File: src/rtl/glpll_pkg.sv
// Shared types and constants of the grid phase-locked loop.
`default_nettype none

package glpll_pkg;

  localparam int DATA_WIDTH = 32;
  localparam int FRAC_BITS  = 21;
  localparam int PROD_WIDTH = 2 * DATA_WIDTH;
  localparam int NOM_WIDTH  = 31;
  localparam int STEP_WIDTH = 22;
  localparam int IDX_WIDTH  = 2;

  // Register indexes of the configuration port.
  localparam logic [IDX_WIDTH-1:0] REG_GAIN_CURRENT  = 2'd0;
  localparam logic [IDX_WIDTH-1:0] REG_GAIN_PREVIOUS = 2'd1;
  localparam logic [IDX_WIDTH-1:0] REG_NOMINAL_FREQ  = 2'd2;
  localparam logic [IDX_WIDTH-1:0] REG_TIME_STEP     = 2'd3;

  // Reset values in Q21.
  localparam logic signed [DATA_WIDTH-1:0] RST_GAIN_CURRENT  = 32'sd350170487;
  localparam logic signed [DATA_WIDTH-1:0] RST_GAIN_PREVIOUS = -32'sd348685074;
  localparam logic [NOM_WIDTH-1:0]         RST_NOMINAL_FREQ  = 31'd104857600;
  localparam logic [STEP_WIDTH-1:0]        RST_TIME_STEP     = 22'd210;

  // Upper clamp of the filter output (200.0) and one full cycle (1.0).
  localparam logic signed [DATA_WIDTH-1:0] CLAMP_Q = 32'sd419430400;
  localparam logic signed [DATA_WIDTH-1:0] ONE_Q   = 32'sd2097152;

  // Operand pairs of the shared multiplier.
  localparam logic [1:0] OP_GAIN_CUR_VQ   = 2'd0;
  localparam logic [1:0] OP_GAIN_PREV_ERR = 2'd1;
  localparam logic [1:0] OP_FREQ_STEP     = 2'd2;

  typedef struct packed {
    logic       mul_en;
    logic [1:0] op_sel;
    logic       sum_load;
    logic       filt_load;
    logic       out_load;
  } ctrl_t;

endpackage

`default_nettype wire

File: src/rtl/glpll_mul.sv
// Shared signed multiplier with a registered product and Q scaling.
`default_nettype none

module glpll_mul
  import glpll_pkg::*;
(
  input  wire logic                         clk,
  input  wire logic                         en,
  input  wire logic signed [DATA_WIDTH-1:0] a,
  input  wire logic signed [DATA_WIDTH-1:0] b,
  output logic signed [DATA_WIDTH-1:0]      q
);

  logic signed [PROD_WIDTH-1:0] prod;

  always_ff @(posedge clk) begin
    if (en) begin
      prod <= PROD_WIDTH'(a) * PROD_WIDTH'(b);
    end
  end

  // Dropping the fraction bits of a two's complement product rounds toward minus infinity.
  assign q = prod[FRAC_BITS+DATA_WIDTH-1:FRAC_BITS];

endmodule

`default_nettype wire

File: src/rtl/glpll_seq.sv
// Sequencer that steps one sample through the shared multiplier.
`default_nettype none

module glpll_seq
  import glpll_pkg::*;
(
  input  wire logic clk,
  input  wire logic rst,
  input  wire logic in_valid,
  input  wire logic out_free,
  output logic      in_ready,
  output ctrl_t     ctrl
);

  localparam logic [2:0] S_IDLE  = 3'd0;
  localparam logic [2:0] S_MUL_A = 3'd1;
  localparam logic [2:0] S_MUL_B = 3'd2;
  localparam logic [2:0] S_FILT  = 3'd3;
  localparam logic [2:0] S_MUL_C = 3'd4;
  localparam logic [2:0] S_PHASE = 3'd5;

  logic [2:0] state;
  logic [2:0] state_next;

  always_comb begin
    state_next = state;
    in_ready   = 1'b0;
    ctrl       = '0;
    ctrl.op_sel = OP_GAIN_CUR_VQ;
    unique case (state)
      S_IDLE: begin
        in_ready = 1'b1;
        if (in_valid) state_next = S_MUL_A;
      end
      S_MUL_A: begin
        ctrl.mul_en = 1'b1;
        ctrl.op_sel = OP_GAIN_CUR_VQ;
        state_next  = S_MUL_B;
      end
      S_MUL_B: begin
        ctrl.mul_en   = 1'b1;
        ctrl.op_sel   = OP_GAIN_PREV_ERR;
        ctrl.sum_load = 1'b1;
        state_next    = S_FILT;
      end
      S_FILT: begin
        ctrl.filt_load = 1'b1;
        state_next     = S_MUL_C;
      end
      S_MUL_C: begin
        ctrl.mul_en = 1'b1;
        ctrl.op_sel = OP_FREQ_STEP;
        state_next  = S_PHASE;
      end
      S_PHASE: begin
        // Hold here until the output register can take the result.
        if (out_free) begin
          ctrl.out_load = 1'b1;
          state_next    = S_IDLE;
        end
      end
      default: state_next = S_IDLE;
    endcase
  end

  always_ff @(posedge clk) begin
    if (rst) begin
      state <= S_IDLE;
    end else begin
      state <= state_next;
    end
  end

endmodule

`default_nettype wire

File: src/rtl/grid_phase_locked_loop_unit.sv
// Top level of the grid phase-locked loop: PI loop filter and phase integrator.
//
//  Channel  Signals                                   Direction  Content
//  in       in_valid, in_ready, vq_sample             sink       q-axis error sample
//  out      out_valid, out_ready, phase, frequency,   source     phase, frequency and
//           filter_out                                           clamped filter output
//  cfg      cfg_we, cfg_index, cfg_data               sink       gains, nominal, step
//
// Each request uses the single 32x32 multiplier three times in
// sequence (two filter products, then the phase increment) with an accumulate step.
// The result is registered in the last step, and the next request is taken once the
// sequencer is back in idle. A stalled output holds the sequencer in its last step,
// while a waiting result does not stop acceptance of the next request.
// Reset is synchronous; it clears the filter and phase state and loads the
// configuration registers with their default values.
`default_nettype none

module grid_phase_locked_loop_unit
  import glpll_pkg::*;
(
  input  wire logic                         clk,
  input  wire logic                         rst,
  input  wire logic                         in_valid,
  output logic                              in_ready,
  input  wire logic signed [DATA_WIDTH-1:0] vq_sample,
  output logic                              out_valid,
  input  wire logic                         out_ready,
  output logic signed [DATA_WIDTH-1:0]      phase,
  output logic signed [DATA_WIDTH-1:0]      frequency,
  output logic signed [DATA_WIDTH-1:0]      filter_out,
  input  wire logic                         cfg_we,
  input  wire logic [IDX_WIDTH-1:0]         cfg_index,
  input  wire logic [DATA_WIDTH-1:0]        cfg_data
);

  logic signed [DATA_WIDTH-1:0] gain_current;
  logic signed [DATA_WIDTH-1:0] gain_previous;
  logic [NOM_WIDTH-1:0]         nominal_freq;
  logic [STEP_WIDTH-1:0]        time_step;

  logic signed [DATA_WIDTH-1:0] vq_reg;
  logic signed [DATA_WIDTH-1:0] prev_error;
  logic signed [DATA_WIDTH-1:0] filter_acc;
  logic signed [DATA_WIDTH-1:0] phase_acc;
  logic signed [DATA_WIDTH-1:0] sum_reg;
  logic signed [DATA_WIDTH-1:0] filt_reg;
  logic signed [DATA_WIDTH-1:0] freq_reg;

  logic signed [DATA_WIDTH-1:0] mul_a;
  logic signed [DATA_WIDTH-1:0] mul_b;
  logic signed [DATA_WIDTH-1:0] mul_q;
  logic signed [DATA_WIDTH-1:0] acc_next;
  logic signed [DATA_WIDTH-1:0] clamp_next;
  logic signed [DATA_WIDTH-1:0] phase_sum;
  logic signed [DATA_WIDTH-1:0] phase_next;

  logic  out_free;
  logic  in_take;
  ctrl_t ctrl;

  assign out_free = !out_valid || out_ready;
  assign in_take  = in_valid && in_ready;

  glpll_seq u_seq (
    .clk      (clk),
    .rst      (rst),
    .in_valid (in_valid),
    .out_free (out_free),
    .in_ready (in_ready),
    .ctrl     (ctrl)
  );

  always_comb begin
    unique case (ctrl.op_sel)
      OP_GAIN_CUR_VQ: begin
        mul_a = gain_current;
        mul_b = vq_reg;
      end
      OP_GAIN_PREV_ERR: begin
        mul_a = gain_previous;
        mul_b = prev_error;
      end
      OP_FREQ_STEP: begin
        mul_a = freq_reg;
        mul_b = $signed({{(DATA_WIDTH-STEP_WIDTH){1'b0}}, time_step});
      end
      default: begin
        mul_a = '0;
        mul_b = '0;
      end
    endcase
  end

  glpll_mul u_mul (
    .clk (clk),
    .en  (ctrl.mul_en),
    .a   (mul_a),
    .b   (mul_b),
    .q   (mul_q)
  );

  assign acc_next   = sum_reg + mul_q;
  assign clamp_next = (acc_next > CLAMP_Q) ? CLAMP_Q : acc_next;
  assign phase_sum  = phase_acc + mul_q;
  // Only one cycle is removed per sample; a negative phase is left alone.
  assign phase_next = (phase_sum > ONE_Q) ? (phase_sum - ONE_Q) : phase_sum;

  always_ff @(posedge clk) begin
    if (rst) begin
      gain_current  <= RST_GAIN_CURRENT;
      gain_previous <= RST_GAIN_PREVIOUS;
      nominal_freq  <= RST_NOMINAL_FREQ;
      time_step     <= RST_TIME_STEP;
    end else if (cfg_we) begin
      unique case (cfg_index)
        REG_GAIN_CURRENT:  gain_current  <= $signed(cfg_data);
        REG_GAIN_PREVIOUS: gain_previous <= $signed(cfg_data);
        REG_NOMINAL_FREQ:  nominal_freq  <= cfg_data[NOM_WIDTH-1:0];
        REG_TIME_STEP:     time_step     <= cfg_data[STEP_WIDTH-1:0];
        default: ;
      endcase
    end
  end

  always_ff @(posedge clk) begin
    if (rst) begin
      prev_error <= '0;
      filter_acc <= '0;
      phase_acc  <= '0;
      out_valid  <= 1'b0;
    end else begin
      if (ctrl.filt_load) begin
        filter_acc <= acc_next;
        prev_error <= vq_reg;
      end
      if (ctrl.out_load) begin
        phase_acc <= phase_next;
        out_valid <= 1'b1;
      end else if (out_ready) begin
        out_valid <= 1'b0;
      end
    end
  end

  always_ff @(posedge clk) begin
    if (in_take) begin
      vq_reg <= vq_sample;
    end
    if (ctrl.sum_load) begin
      sum_reg <= filter_acc + mul_q;
    end
    if (ctrl.filt_load) begin
      filt_reg <= clamp_next;
      freq_reg <= $signed({1'b0, nominal_freq}) + clamp_next;
    end
    if (ctrl.out_load) begin
      phase      <= phase_next;
      frequency  <= freq_reg;
      filter_out <= filt_reg;
    end
  end

`ifndef ASSERT_OFF
  a_busy_after_accept: assert property (@(posedge clk) disable iff (rst)
    in_take |=> !in_ready)
    else $error("block took a request while one was in progress");

  a_no_overwrite: assert property (@(posedge clk) disable iff (rst)
    ctrl.out_load |-> (!out_valid || out_ready))
    else $error("result register overwritten before it was taken");

  a_clamp_bound: assert property (@(posedge clk) disable iff (rst)
    ctrl.filt_load |=> (filt_reg <= CLAMP_Q))
    else $error("filter output above the upper clamp");

  a_load_shows: assert property (@(posedge clk) disable iff (rst)
    ctrl.out_load |=> out_valid)
    else $error("loaded result not presented");
`endif

endmodule

`default_nettype wire
File: config.mk
export PLATFORM = sky130hd
export DESIGN_NAME = grid_phase_locked_loop_unit
export DESIGN_NICKNAME = d
export VERILOG_FILES = /design/src/rtl/glpll_pkg.sv /design/src/rtl/glpll_mul.sv /design/src/rtl/glpll_seq.sv /design/src/rtl/grid_phase_locked_loop_unit.sv
export SDC_FILE = /design/constraint.sdc
export NUM_CORES = 2
export LEC_CHECK = 0
export CAP_MARGIN = 20
export CORE_MARGIN = 2
export CORE_UTILIZATION = 60
export DETAILED_ROUTE_END_ITERATION = 10
export DONT_BUFFER_PORTS = 1
export PLACE_DENSITY = 0.76
export SKIP_CTS_REPAIR_TIMING = 1
export SLEW_MARGIN = 15
export SYNTH_ARGS = -nofsm -noshare
export SYNTH_HDL_FRONTEND = slang
export SYNTH_SLANG_ARGS = --single-unit
File: constraint.sdc
create_clock -name clk -period 18.1 [get_ports clk]
set_input_delay 3.62 -clock clk [delete_from_list [all_inputs] [get_ports clk]]
set_output_delay 3.62 -clock clk [all_outputs]
set_load 0.01 [all_outputs]
==> key figures <==
Status
  – Outcome: finished, final reports clean

Detailed routing
  – Routed len/inst: 24.4 µm
  – 1st-pass router iterations: 7
  – Via density: 6.12
  – Routed WL: 168000 µm
  – Detail Route Antenna Nets: 0
  – DRT iter0 DRCs: 4898
  – Via count: 42100
  – Drt drc: 0

Worst setup path
  – R2r setup slk: 6.87 ns
  – Worst setup SP type: register
  – Critical Path Most Common Cell: fa_1
  – Worst path max stage delay: 0.74 ns
  – Critical path's slowest cell: o22a_1
  – R2r startpoint: u_seq.state[1]
  – Critical path required time: 18.50 ns
  – RR Endpoint: u_mul.prod[52]
  – Crit. End Element: register
  – R2R depth: 33
  – Setup crit start: u_seq.state[1]
  – Setup Crit Path Kind: reg2reg
  – Worst EP arrival: 11.63 ns
  – Worst Path Max Fanout: 59

Global route
  – First-pass GRT wire length: 255000 µm
  – Gr usage total: 0.374
  – Grt ovf: 0
  – Initial antenna violation count: 5
  – Vias in the first global route: 42300
  – Largest net degree at the start of global routing: 219

Timing
  – Final Max Slew Viols: 0
  – Final setup viols: 0
  – Slew headroom: 0.200
  – RSZ-0062 raised after global routing: false
  – WHS: 0.422 ns
  – Fmax: 89.1 MHz
  – Setup TNS: 0 ns
  – Final Hold Viols: 0
  – Clk_skew: 0.0650 ns
  – Worst slew pin tran: 1.20 ns
  – Min cycle time layout: 11.23 ns
  – Fin crit share: 0.620

Final layout
  – Multi-input gate area: 0.0375 mm²
  – Area occupied by registers: 0.0120 mm²
  – Core occupancy in the finished layout: 0.643
  – Layout Cells excl Fill: 6876
  – Layout cells sized above 1: 0.0485
  – Commonest cells after routing, fill and taps aside: fa_1, inv_1, nand2_1
  – Fill cells: 7130
  – Commonest non-fill, non-tap cell in the layout: fa_1
  – Layout area overhead: 5.92%
  – Fin nets: 6967

Clock tree
  – Clock Tree Root: clkbuf_16
  – Clock-pin slew on the worst setup and hold paths: 0.07 ns
  – TritonCTS Buffers: 51
  – Clock buffer depth: 3
  – Clock H-tree levels: 2
  – Clk Latency, worst-skew pair: 0.66 ns
  – CTS tree: yes
  – TritonCTS Sinks: 473

Place
  – Cell total after placement: 6773
  – Final GP Congestion: 1.01
  – Port Buffers: 0
  – Hpwl dp: 128000 µm

Die
  – Starting Density: 0.608
  – FP Rows: 109
  – Die ar.: 0.0922 mm²
  – I/O pin total: 169
  – Die Width: 304 µm
  – Core Footprint: 0.0886 mm²
  – Die H: 304 µm

Logic synthesis
  – Avg Cell Area, Syn: 9.34 µm²
  – Syn nets: 7069
  – Register area share after synthesis: 0.223
  – Post-synth ARST share: 0
  – Synth Cell Area: 0.0539 mm²
  – Distinct cells, synth: 92
  – Yosys reg bits: 473
  – Warning count from the yosys run: 0
  – Synth Instances: 5767
  – Top FF cell, synth: edfxtp_1
  – Number of synthesized flops with an enable pin: 256

Worst hold path
  – Hold wc startpoint: filt_reg[4]
  – Hold Path Cell Cnt: 0
  – Worst hold path endpoint: filter_out[4]
  – HP Class: reg2reg

Flow run
  – Total of max-cap violations: 0
[through the flow]
| step | setup WS, ns | cell area (µm²) |
|---|---|---|
| after floorplan | 8.32 | 53900 |
| after global placement | 7.16 | 55300 |
| after detailed placement | 7.00 | 55300 |
| after CTS | 6.99 | 57000 |
| after global routing | 6.48 | 57000 |
| final | 6.87 | 57000 |
[cells by family (layout without fill, tap and decap cells)]
family / Yosys count / after routing / synth area share
buffers and inverters: 1198 / 1139 / 0.0840
XOR/XNOR: 168 / 168 / 0.0273
AO/OA/AOI/OAI: 803 / 803 / 0.100
other: 0 / 3 / 0
AND/OR/NAND/NOR: 1891 / 1891 / 0.148
multiplexers: 3 / 3 / 0.000558
flip-flops: 473 / 473 / 0.223
adder cells (fa/ha/maj): 1231 / 1231 / 0.417
[worst max path at each step]
stage               slack [ns]        endpoint
global route              6.48  u_mul.prod[52]
CTS                       6.99  u_mul.prod[52]
detailed placement        7.00  u_mul.prod[52]
global placement          7.16  u_mul.prod[52]
floorplan                 8.32  u_mul.prod[52]
finish                    6.87  u_mul.prod[52]
[cells in the mapped netlist (all sizes together) (76+ instances only)]
| library cell | number | share of area |
|---|---|---|
| o22a | 104 | 0.017 |
| nand2 | 863 | 0.060 |
| ha | 293 | 0.068 |
| xnor2 | 123 | 0.020 |
| inv | 933 | 0.065 |
| edfxtp | 256 | 0.14 |
| o21ai | 78 | 0.0073 |
| a21oi | 278 | 0.026 |
| clkbuf | 231 | 0.016 |
| a21o | 76 | 0.011 |
| fa | 938 | 0.35 |
| nor2 | 727 | 0.051 |
| dfxtp | 217 | 0.081 |
[worst max-delay path: cells and delay by family, from the launching register on]
family / cells / cell delay [ns]
flip-flops: 1 / 0.51
AND/OR/NAND/NOR: 2 / 0.29
buffers and inverters: 8 / 1.76
XOR/XNOR: 1 / 0.13
adder cells (fa/ha/maj): 9 / 4.15
AO/OA/AOI/OAI: 13 / 4.09
[final cells by class]
cell class	instances	share of cell area
repair buffers	108	0.0145
diodes	3	0.000132
clock buffers	65	0.0247
clock inverters	31	0.00520
well taps	1165	0.0256
multi-input cells	4096	0.657
flip-flops and latches	473	0.211
inverters	935	0.0616
[per-layer routing]
layer  part of all wire  GRT usage  vias up
li1                   -          -    18000
met1               0.37      0.493    20900
met2               0.43      0.560     2682
met3               0.14      0.119      508
met4              0.062      0.186        2
met5           0.000078          0        -
Power is not shown: default switching activity piles up to over one toggle a cycle in this logic, so the estimate is an artifact.
